**src/rtl/ocp_pkg.sv**
```systemverilog
package ocp_pkg;

    // result status codes
    localparam logic [1:0] STATUS_FOUND     = 2'd0;
    localparam logic [1:0] STATUS_NONE      = 2'd1;
    localparam logic [1:0] STATUS_MALFORMED = 2'd2;

    // register map, selected by paddr[2]
    localparam int          ADDR_W       = 3;
    localparam logic        REG_CODE_A   = 1'b0;
    localparam logic        REG_CODE_B   = 1'b1;
    localparam logic [15:0] CODE_A_RESET = 16'h0200;
    localparam logic [15:0] CODE_B_RESET = 16'h0203;

    // feature codes that carry a base comid
    typedef struct packed {
        logic [15:0] code_a;
        logic [15:0] code_b;
    } t_cfg;

    // one parse result
    typedef struct packed {
        logic [1:0]  status;
        logic [15:0] comid;
    } t_result;

endpackage

```
**src/rtl/ocp_cfg_regs.sv**
```systemverilog
module ocp_cfg_regs
    import ocp_pkg::*;
(
    input  logic              i_clk,
    input  logic              i_rst_n,
    input  logic              psel,
    input  logic              penable,
    input  logic              pwrite,
    input  logic [ADDR_W-1:0] paddr,
    input  logic [31:0]       pwdata,
    output logic [31:0]       prdata,
    output logic              pready,
    output t_cfg              o_cfg
);

    logic [15:0] r_code_a;
    logic [15:0] r_code_b;
    logic        wr_en;

    assign pready = 1'b1;
    assign wr_en  = psel && penable && pwrite;

    // register writes on the access cycle
    always_ff @(posedge i_clk) begin
        if (!i_rst_n) begin
            r_code_a <= CODE_A_RESET;
            r_code_b <= CODE_B_RESET;
        end else if (wr_en) begin
            if (paddr[2] == REG_CODE_A) begin
                r_code_a <= pwdata[15:0];
            end else begin
                r_code_b <= pwdata[15:0];
            end
        end
    end

    // read back
    always_comb begin
        case (paddr[2])
            REG_CODE_A: prdata = {16'h0000, r_code_a};
            REG_CODE_B: prdata = {16'h0000, r_code_b};
            default:    prdata = 32'h0000_0000;
        endcase
    end

    assign o_cfg.code_a = r_code_a;
    assign o_cfg.code_b = r_code_b;

endmodule

```
**src/rtl/ocp_parser.sv**
```systemverilog
module ocp_parser
    import ocp_pkg::*;
#(
    parameter int MAX_LEN      = 2048,
    parameter int HEADER_BYTES = 48
) (
    input  logic       i_clk,
    input  logic       i_rst_n,
    input  logic       i_go,
    input  logic [7:0] i_byte,
    input  logic       i_last,
    input  t_cfg       i_cfg,
    output t_result    o_res
);

    localparam int              PW      = $clog2(MAX_LEN + 2);
    localparam logic [PW-1:0]   POS_MAX = PW'(MAX_LEN);
    localparam logic [31:0]     HDR_LEN = 32'(HEADER_BYTES);

    typedef enum logic [2:0] {
        PH_CODE_HI,
        PH_CODE_LO,
        PH_VERSION,
        PH_LENGTH,
        PH_BODY
    } t_phase;

    t_phase      r_phase,  n_phase;
    logic [PW-1:0] r_pos,  n_pos;
    logic [31:0] r_total,  n_total;
    logic [15:0] r_code,   n_code;
    logic [7:0]  r_remain, n_remain;
    logic [1:0]  r_seen,   n_seen;
    logic [7:0]  r_cand,   n_cand;
    logic        r_found,  n_found;
    logic        r_malf,   n_malf;
    logic [15:0] r_stored, n_stored;

    logic [31:0] pos32;
    logic        at_max;
    logic        parse_en;
    logic        overrun;
    logic        code_hit;
    logic        match;
    logic        bad_end;

    always_comb begin
        pos32    = 32'(r_pos);
        at_max   = r_pos >= POS_MAX;
        parse_en = !at_max && !r_malf && (pos32 >= HDR_LEN) && (pos32 < r_total);
        // body would run past the total length
        overrun  = (33'(pos32) + 33'(i_byte) + 33'd1) > {1'b0, r_total};
        code_hit = (r_code == i_cfg.code_a) || (r_code == i_cfg.code_b);
        // second body byte of a matching descriptor with at least 4 body bytes
        match    = parse_en && (r_phase == PH_BODY) && (r_seen == 2'd1) && code_hit
                   && (r_remain >= 8'd3);

        n_total  = (r_pos < PW'(4)) ? {r_total[23:0], i_byte} : r_total;
        n_pos    = (r_pos <= POS_MAX) ? r_pos + PW'(1) : r_pos;
        n_phase  = r_phase;
        n_code   = r_code;
        n_remain = r_remain;
        n_seen   = r_seen;
        n_cand   = r_cand;
        n_found  = r_found || match;
        n_stored = match ? {r_cand, i_byte} : r_stored;
        n_malf   = r_malf || at_max || (parse_en && (r_phase == PH_LENGTH) && overrun);

        // descriptor walk
        if (parse_en) begin
            case (r_phase)
                PH_CODE_HI: begin
                    n_code[15:8] = i_byte;
                    n_phase      = PH_CODE_LO;
                end
                PH_CODE_LO: begin
                    n_code[7:0] = i_byte;
                    n_phase     = PH_VERSION;
                end
                PH_VERSION: begin
                    n_phase = PH_LENGTH;
                end
                PH_LENGTH: begin
                    if (overrun) begin
                        n_phase = PH_LENGTH;
                    end else if (i_byte == 8'd0) begin
                        n_phase = PH_CODE_HI;
                    end else begin
                        n_remain = i_byte;
                        n_seen   = 2'd0;
                        n_phase  = PH_BODY;
                    end
                end
                PH_BODY: begin
                    if (r_seen == 2'd0) begin
                        n_cand = i_byte;
                    end
                    if (r_seen != 2'd2) begin
                        n_seen = r_seen + 2'd1;
                    end
                    n_remain = r_remain - 8'd1;
                    if (r_remain == 8'd1) begin
                        n_phase = PH_CODE_HI;
                    end
                end
                default: begin
                    n_phase = PH_CODE_HI;
                end
            endcase
        end

        // end of response checks
        bad_end = n_malf || (32'(n_pos) < HDR_LEN) || (n_total < HDR_LEN)
                  || (n_total > 32'(n_pos)) || (n_phase != PH_CODE_HI);

        if (bad_end) begin
            o_res.status = STATUS_MALFORMED;
            o_res.comid  = 16'h0000;
        end else if (n_found) begin
            o_res.status = STATUS_FOUND;
            o_res.comid  = n_stored;
        end else begin
            o_res.status = STATUS_NONE;
            o_res.comid  = 16'h0000;
        end
    end

    // parser state, cleared by reset and after the final beat
    always_ff @(posedge i_clk) begin
        if (!i_rst_n || (i_go && i_last)) begin
            r_phase  <= PH_CODE_HI;
            r_pos    <= '0;
            r_total  <= '0;
            r_code   <= '0;
            r_remain <= '0;
            r_seen   <= '0;
            r_cand   <= '0;
            r_found  <= 1'b0;
            r_malf   <= 1'b0;
            r_stored <= '0;
        end else if (i_go) begin
            r_phase  <= n_phase;
            r_pos    <= n_pos;
            r_total  <= n_total;
            r_code   <= n_code;
            r_remain <= n_remain;
            r_seen   <= n_seen;
            r_cand   <= n_cand;
            r_found  <= n_found;
            r_malf   <= n_malf;
            r_stored <= n_stored;
        end
    end

endmodule

```
**src/rtl/opal_discovery_comid_parser_core.sv**
```systemverilog
// channel  | valid       | stall       | payload
// ---------+-------------+-------------+----------------------------------
// in       | i_in_valid  | o_in_stall  | i_data_byte, i_last_byte
// out      | o_out_valid | i_out_stall | o_parse_status, o_comid
// config   | psel/penable| pready = 1  | paddr, pwdata, prdata
//
// one byte per cycle while the input is not stalled; a beat waits in the input
// register, and the parse state (and for a final byte the result register) update as it moves on
// a result passes through the input register and then the result register
// synchronous active-low reset clears the parse state and restores the codes
// the input stalls only when a final byte waits on a stalled, full result
module opal_discovery_comid_parser_core
    import ocp_pkg::*;
#(
    parameter int MAX_LEN      = 2048,
    parameter int HEADER_BYTES = 48
) (
    input  logic              i_clk,
    input  logic              i_rst_n,
    input  logic              i_in_valid,
    output logic              o_in_stall,
    input  logic [7:0]        i_data_byte,
    input  logic              i_last_byte,
    output logic              o_out_valid,
    input  logic              i_out_stall,
    output logic [1:0]        o_parse_status,
    output logic [15:0]       o_comid,
    input  logic              psel,
    input  logic              penable,
    input  logic              pwrite,
    input  logic [ADDR_W-1:0] paddr,
    input  logic [31:0]       pwdata,
    output logic [31:0]       prdata,
    output logic              pready
);

    t_cfg        cfg;
    t_result     res;
    logic        r_in_valid;
    logic [7:0]  r_in_byte;
    logic        r_in_last;
    logic        r_out_valid;
    logic [1:0]  r_out_status;
    logic [15:0] r_out_comid;
    logic        go;
    logic        in_take;

    ocp_cfg_regs u_cfg (
        .i_clk   (i_clk),
        .i_rst_n (i_rst_n),
        .psel    (psel),
        .penable (penable),
        .pwrite  (pwrite),
        .paddr   (paddr),
        .pwdata  (pwdata),
        .prdata  (prdata),
        .pready  (pready),
        .o_cfg   (cfg)
    );

    // the held beat moves on unless it is final and the result is blocked
    assign go         = r_in_valid && (!r_in_last || !r_out_valid || !i_out_stall);
    assign o_in_stall = r_in_valid && !go;
    assign in_take    = i_in_valid && !o_in_stall;

    // input register
    always_ff @(posedge i_clk) begin
        if (!i_rst_n) begin
            r_in_valid <= 1'b0;
        end else if (in_take) begin
            r_in_valid <= 1'b1;
        end else if (go) begin
            r_in_valid <= 1'b0;
        end
    end

    always_ff @(posedge i_clk) begin
        if (in_take) begin
            r_in_byte <= i_data_byte;
            r_in_last <= i_last_byte;
        end
    end

    ocp_parser #(
        .MAX_LEN      (MAX_LEN),
        .HEADER_BYTES (HEADER_BYTES)
    ) u_parser (
        .i_clk   (i_clk),
        .i_rst_n (i_rst_n),
        .i_go    (go),
        .i_byte  (r_in_byte),
        .i_last  (r_in_last),
        .i_cfg   (cfg),
        .o_res   (res)
    );

    // result register
    always_ff @(posedge i_clk) begin
        if (!i_rst_n) begin
            r_out_valid <= 1'b0;
        end else if (go && r_in_last) begin
            r_out_valid <= 1'b1;
        end else if (!i_out_stall) begin
            r_out_valid <= 1'b0;
        end
    end

    always_ff @(posedge i_clk) begin
        if (go && r_in_last) begin
            r_out_status <= res.status;
            r_out_comid  <= res.comid;
        end
    end

    assign o_out_valid    = r_out_valid;
    assign o_parse_status = r_out_status;
    assign o_comid        = r_out_comid;

endmodule

```
**config.mk**
```make
export PLATFORM = sky130hd
export DESIGN_NAME = opal_discovery_comid_parser_core
export DESIGN_NICKNAME = d
export VERILOG_FILES = /design/src/rtl/ocp_pkg.sv /design/src/rtl/ocp_cfg_regs.sv /design/src/rtl/ocp_parser.sv /design/src/rtl/opal_discovery_comid_parser_core.sv
export SDC_FILE = /design/constraint.sdc
export NUM_CORES = 1
export LEC_CHECK = 0
export BUFFER_PORTS_ARGS = -buffer_cell sky130_fd_sc_hd__clkbuf_2
export CAP_MARGIN = 20
export CORE_MARGIN = 5
export CORE_UTILIZATION = 46
export CTS_CLUSTER_DIAMETER = 100
export DETAILED_ROUTE_END_ITERATION = 7
export GPL_ROUTABILITY_DRIVEN = 0
export PLACE_DENSITY = 0.71
export SLEW_MARGIN = 20
export SYNTH_ARGS = -nofsm -noshare
export SYNTH_HDL_FRONTEND = slang
export SYNTH_SLANG_ARGS = --single-unit
export TNS_END_PERCENT = 100
```
**constraint.sdc**
```tcl
create_clock -name i_clk -period 5.5 [get_ports i_clk]
set_input_delay 0.55 -clock i_clk [delete_from_list [all_inputs] [get_ports i_clk]]
set_output_delay 0.55 -clock i_clk [all_outputs]
set_load 0.02 [all_outputs]
```
==> results.json, run 1 <==
{
  "worst-setup-path-type": "flip-flop to flip-flop",
  "grt_overflow": 0,
  "viasPerCell": 5.45,
  "tns_ps": 0,
  "holdBufCountCts": 0,
  "detail-route-antenna-nets": 0,
  "final_hold_viol_count": 0,
  "rsz0062_at_grt": "false",
  "seq_area_frac_synth_pct": 38.3,
  "first_pass_iters": 5,
  "synthCells": 1067,
  "fin_worst_skew_ps": 10.5,
  "min_path_type": "input pin to flip-flop",
  "worstPathArrival_ps": 5260,
  "ctsResizeCount": 0,
  "tritoncts": "done",
  "synth.distinct_cells": 70,
  "synth-edff-count": 27,
  "grt_pass1_wl_mm": 35.9,
  "grt_pass1_vias": 7016,
  "min_period_ps": 4990,
  "cts_buffers": 17,
  "io_buffers": 68,
  "htree_levels": 4,
  "endpoint_kind": "flip-flop",
  "power.density_nw_per_um2": 255,
  "drtIter0Drc": 546,
  "core_region_area_sq_um": 19500,
  "area_delta_synth_final_pct": 11.6,
  "multiInputGateArea_sq_um": 5200,
  "drive_gt1_share_pct": 13.5,
  "worst_slew_pin_slew_ps": 1060,
  "drt-total-wl_mm": 22.2,
  "antenna_found_initial": 0,
  "synth_top_cell_area_share_pct": 29.3,
  "finalPower_mw": 2.58,
  "slew_violations": 0,
  "setup_viol": 0,
  "clkTransAtPathRegs_ps": 70,
  "fillers": 1832,
  "postSynthAreaPerCell_sq_um": 8.51,
  "cts_root_buf": "clkbuf_16",
  "die_h_um": 150,
  "yosysMostFrequentCell": "nand2_1",
  "cts.sinks": 160,
  "leakage_nw": 4.33,
  "timing.final.crit_share_pct": 90.7,
  "status": "finished, final reports clean",
  "synth_area_sq_um": 9080,
  "finalNonFillerCells": 1389,
  "die_w_um": 150,
  "diodes": 0,
  "critPathMaxFanout": 16,
  "worstSkewPairLatency_ps": 430,
  "seq_area_sq_um": 3470,
  "ir_worst_vdd_mv": 0.181,
  "slew_headroom_pct": 29.4,
  "synth_ff_type": "dfxtp_1",
  "grtUsageTotal_pct": 20.0,
  "clk_path_buf_depth": 2,
  "grt_max_degree": 50,
  "dieArea_sq_um": 22600,
  "start_util_pct": 46.6,
  "final_nets": 1217,
  "drc": 0,
  "ys_top_cells_by_area": "dfxtp_1 (29%), edfxtp_1 (8.9%), ha_1 (7.4%)",
  "dp_cells": 1357,
  "dp_hpwl_mm": 15.7,
  "vias": 7564,
  "synth-async-reset-ratio_pct": 0,
  "hold_ws_ps": 299,
  "max_freq_mhz": 200,
  "synth_commonest_cells": "nand2_1 (169), dfxtp_1 (133), nor2_1 (104)",
  "ios": 104,
  "synth_largest_area_cell": "dfxtp_1",
  "ys_seq_elements": 160,
  "cp_data_required_time_ps": 5780,
  "fin_util_pct": 52.1,
  "max_cap_violations": 0,
  "post_cts_buffers": 0,
  "post_drt_wl_per_cell_um": 16.0,
  "rows": 51,
  "yosys_warnings": 0,
  "startpoint_type": "flip-flop"
}
[report_power, final]
group	internal (mW)	switching, mW	total (mW)
clock	0.584	0.498	1.08
combinational	0.0975	0.182	0.280
sequential	1.21	0.0170	1.22
total	1.89	0.697	2.58
[state kept, by name, indices dropped and copies added (netlist names), 2 cells and up]
signal,count
o_comid,16
o_parse_status,2
r_in_byte,8
u_cfg.r_code_a,16
u_cfg.r_code_b,16
u_parser.r_cand,8
u_parser.r_code,16
u_parser.r_phase,3
u_parser.r_pos,12
u_parser.r_remain,8
u_parser.r_seen,2
u_parser.r_stored,16
u_parser.r_total,32
[cell families (layout without fill, tap and decap cells)]
kind of cell / after synthesis / count (layout) / share of synthesized area (%)
AND/OR/NAND/NOR: 414 / 414 / 20.9
AO/OA/AOI/OAI: 201 / 201 / 14.5
flip-flops: 160 / 160 / 38.3
buffers and inverters: 109 / 150 / 5.37
XOR/XNOR: 69 / 69 / 6.66
multiplexers: 57 / 57 / 6.52
adder cells (fa/ha/maj): 55 / 55 / 7.66
other: 2 / 18 / 0.0827
[cell usage in the layout (no fill, tap or decap), drive strengths merged, types with 8 or more instances in the layout]
cell / n
nand2: 170
dfxtp: 133
nor2: 104
clkbuf: 86
a21oi: 64
ha: 54
xor2: 53
mux2i: 40
o21ai: 39
nand3: 39
inv: 38
a21boi: 29
edfxtp: 27
nand4: 20
conb: 18
buf: 18
mux2: 17
xnor2: 16
nor4: 15
nor3: 14
o211ai: 10
o31ai: 10
and2: 8
[final timing paths]
path | start | end | slack (ps) | cells past startpoint
setup / recovery | r_in_byte[0]$_DFFE_PP_ | o_comid[4]$_SDFFCE_PP0P_ | 510 | 18
hold / removal | i_last_byte | r_in_last$_DFFE_PP_ | 300 | 1
setup reg to reg | r_in_byte[0]$_DFFE_PP_ | o_comid[4]$_SDFFCE_PP0P_ | 510 | 18
hold reg to reg | u_parser.r_found$_SDFFE_PP0P_ | u_parser.r_found$_SDFFE_PP0P_ | 450 | 2
[cell type report]
| type | count | area share (%) |
|---|---|---|
| Clock buffer | 18 | 4.23 |
| Sequential cell | 160 | 34.3 |
| Inverter | 32 | 1.19 |
| Clock inverter | 14 | 1.04 |
| Multi-Input combinational cell | 814 | 51.3 |
| Timing Repair Buffer | 86 | 4.69 |
| Tap cell | 265 | 3.27 |
[critical path, cell delays in order, from the launching register on]
cell and delay (ps):
edfxtp_1 420, ha_1 230, inv_1 70, fa_1 190, nor2b_1 70, o311a_1 330, o31a_1 320, or2_2 320
nor3b_1 330, a31oi_1 240, xnor2_1 170, ha_1 320, nand4_1 150, nor4_1 420, nor4_1 100, o21a_1 270
o311ai_2 390, nand4_4 310, nor2_1 210
[layer usage]
metal  vias up  part of all wire (%)  track usage (%)
met5         -                     0                0
met4         0                   1.8             5.99
met3        27                   5.6             4.30
met2       180                    47             31.9
met1      3570                    46             27.3
li1       3787                     -                -
[per-stage QoR]
step | setup WS, ps | instance area, sq um
3_5_place_dp | 414 | 9580
5_1_grt | 122 | 10100
3_3_place_gp | 535 | 9570
2_1_floorplan | 929 | 9140
4_1_cts | 333 | 10100
6_report | 511 | 10100
(Power assumes the default switching activity.)
==> inputs of run 2 (changes only) <==
Settings changed: CORE_UTILIZATION 46 to 59, PLACE_DENSITY 0.71 to 0.86.
==> run 2 against run 1 <==
Net effect:
- clock power increased by 4%
- clock skew about the same
- die area decreased by 21%
- register-to-register slack got worse by 100 ps
- critical path depth decreased by 2
- maximum frequency decreased by 2.0%
- final area decreased by 0.94%
- flip-flop and latch count unchanged
- global-route usage increased by 5.2 points
- non-clock buffer count decreased by 4
- critical path type unchanged
- highest routed layer unchanged
==> results.json, run 2 (synthesis results as in run 1) <==
{
  "slew_violations": 0,
  "core_region_area_sq_um": 15100,
  "io_buffers": 68,
  "htree_levels": 4,
  "status": "finished, final reports clean",
  "start_util_pct": 59.9,
  "critPathMaxStageDelay_ps": 510,
  "slowest_stage": "dfxtp_1",
  "diodes": 0,
  "drtIter0Drc": 818,
  "worst-setup-path-type": "flip-flop to flip-flop",
  "p_sw_uw": 718,
  "max_freq_mhz": 196,
  "final_nets": 1213,
  "top_register": "u_parser.r_total",
  "ir_worst_vdd_mv": 0.227,
  "worst_slew_pin_slew_ps": 1070,
  "die_w_um": 134,
  "cts.sinks": 160,
  "fin_worst_skew_ps": 10.8,
  "max_cap_violations": 0,
  "setup_viol": 0,
  "first_pass_iters": 5,
  "final_hold_viol_count": 0,
  "cts_root_buf": "clkbuf_16",
  "min_period_ps": 5090,
  "grt_overflow": 0,
  "tritoncts": "done",
  "crit_chain": "ha_1 -> nor2b_1 -> o311a_1 -> o31a_1 -> or2_2 -> nor3b_1 -> a31oi_1 -> xnor2_1 -> ha_1 -> nand4_1 -> nor4_1 -> nor4_1 -> o21a_1 -> o311ai_2 -> nand4_4 -> nor2_1",
  "grt_pass1_vias": 7489,
  "ios": 104,
  "leakage_nw": 4.32,
  "swShare_pct": 27.3,
  "layout_commonest_cell": "nand2_1",
  "drive_gt1_share_pct": 13.5,
  "die_h_um": 134,
  "rows": 45,
  "cts_buffers": 17,
  "worstSkewPairLatency_ps": 430,
  "post_drt_wl_per_cell_um": 17.1,
  "p_clk_share_pct": 42.7,
  "endpoint_kind": "flip-flop",
  "dieArea_sq_um": 18000,
  "grt_pass1_wl_mm": 36.6,
  "cp_data_required_time_ps": 5780,
  "reg2reg_depth": 16,
  "clkTransAtPathRegs_ps": 70,
  "clk_path_buf_depth": 2,
  "drc": 0,
  "rsz0062_at_grt": "false",
  "mostFrequentLayoutCells": "nand2_1 (168), dfxtp_1 (133), nor2_1 (102)",
  "largest_register_ffs": 32,
  "critPathMaxFanout": 16,
  "multiInputGateArea_sq_um": 5200,
  "detail-route-antenna-nets": 0,
  "grt_max_degree": 63,
  "seq_area_sq_um": 3470,
  "min_path_type": "input pin to flip-flop",
  "slew_headroom_pct": 28.7,
  "fillers": 1216,
  "grtUsageTotal_pct": 25.1,
  "min_path_cells": 1,
  "power.density_nw_per_um2": 261,
  "holdBufCountCts": 0,
  "timing.final.crit_share_pct": 92.6,
  "tns_ps": 0,
  "startpoint_type": "flip-flop",
  "pwr-share-seq_pct": 46.6,
  "power_frac_comb_pct": 10.7,
  "viasPerCell": 6.01,
  "dp_hpwl_mm": 15.5,
  "finalPower_mw": 2.63,
  "antenna_found_initial": 0,
  "vias": 7856,
  "area_delta_synth_final_pct": 10.6,
  "internal_power_mw": 1.91,
  "fin_util_pct": 66.3,
  "worstPathArrival_ps": 5380,
  "drt-total-wl_mm": 22.4
}
[run 2: cell count changes in the layout (fill, tap and decap cells not counted), sizes merged]
cell / change
buf: -4
clkinv: -2
clkinvlp: +1
inv: +1
[run 2: final timing paths]
kind,endpoint,slack [ps],startpoint
max reg2reg,o_comid[5]$_SDFFCE_PP0P_,410,u_parser.r_pos[2]$_SDFFE_PP0P_
max,o_comid[5]$_SDFFCE_PP0P_,410,u_parser.r_pos[2]$_SDFFE_PP0P_
min,r_in_byte[6]$_DFFE_PP_,300,i_data_byte[6]
min reg2reg,u_parser.r_total[31]$_SDFFE_PP0P_,460,u_parser.r_total[31]$_SDFFE_PP0P_
[run 2: cell type report]
type,count,area share [%]
Clock buffer,18,4.37
Clock inverter,14,1.23
Inverter,32,1.20
Multi-Input combinational cell,814,51.8
Sequential cell,160,34.6
Tap cell,188,2.34
Timing Repair Buffer,82,4.44
[run 2: metal layers]
layer	up-vias	part of all wire, %	GRT usage [%]
li1	3792	-	-
met1	3708	43	32.4
met2	292	48	41.9
met3	64	5.9	4.99
met4	0	3.2	9.73
met5	-	0	0
[run 2: per-stage QoR]
| step | instances | area, sq um | worst slack (ps) | hold WS, ps |
|---|---|---|---|---|
| floorplan | 1083 | 9140 | 929 | 426 |
| finish | 1308 | 10000 | 408 | 296 |
| global route | 1308 | 10000 | 58.3 | 288 |
| CTS | 1306 | 10000 | 188 | 280 |
| global placement | 1274 | 9440 | 517 | 441 |
| detailed placement | 1274 | 9440 | 269 | 452 |
[run 2: power by group through the flow]
stage,logic (mW),registers (mW),clock network [mW]
3_3_place_gp,0.261,1.25,0
6_report,0.280,1.22,1.12
2_1_floorplan,0.205,1.24,0
3_5_place_dp,0.269,1.25,0
5_1_grt,0.310,1.22,1.19
4_1_cts,0.271,1.22,1.14
[run 2: what timing repair did]
| action | CTS | global route |
|---|---|---|
| gates resized for setup | 0 | 2 |
| endpoints found under the setup margin | 0 | 16 |
| setup buffers | 0 | 2 |
| endpoints found under the hold margin | 0 | 0 |
[run 2: critical path, delay by kind of cell (launching register included)]
kind | cells | cell delay (ps)
compound gates | 5 | 1540
xor+xnor | 1 | 170
fa+ha+maj | 2 | 680
flops | 1 | 510
simple gates | 8 | 2030
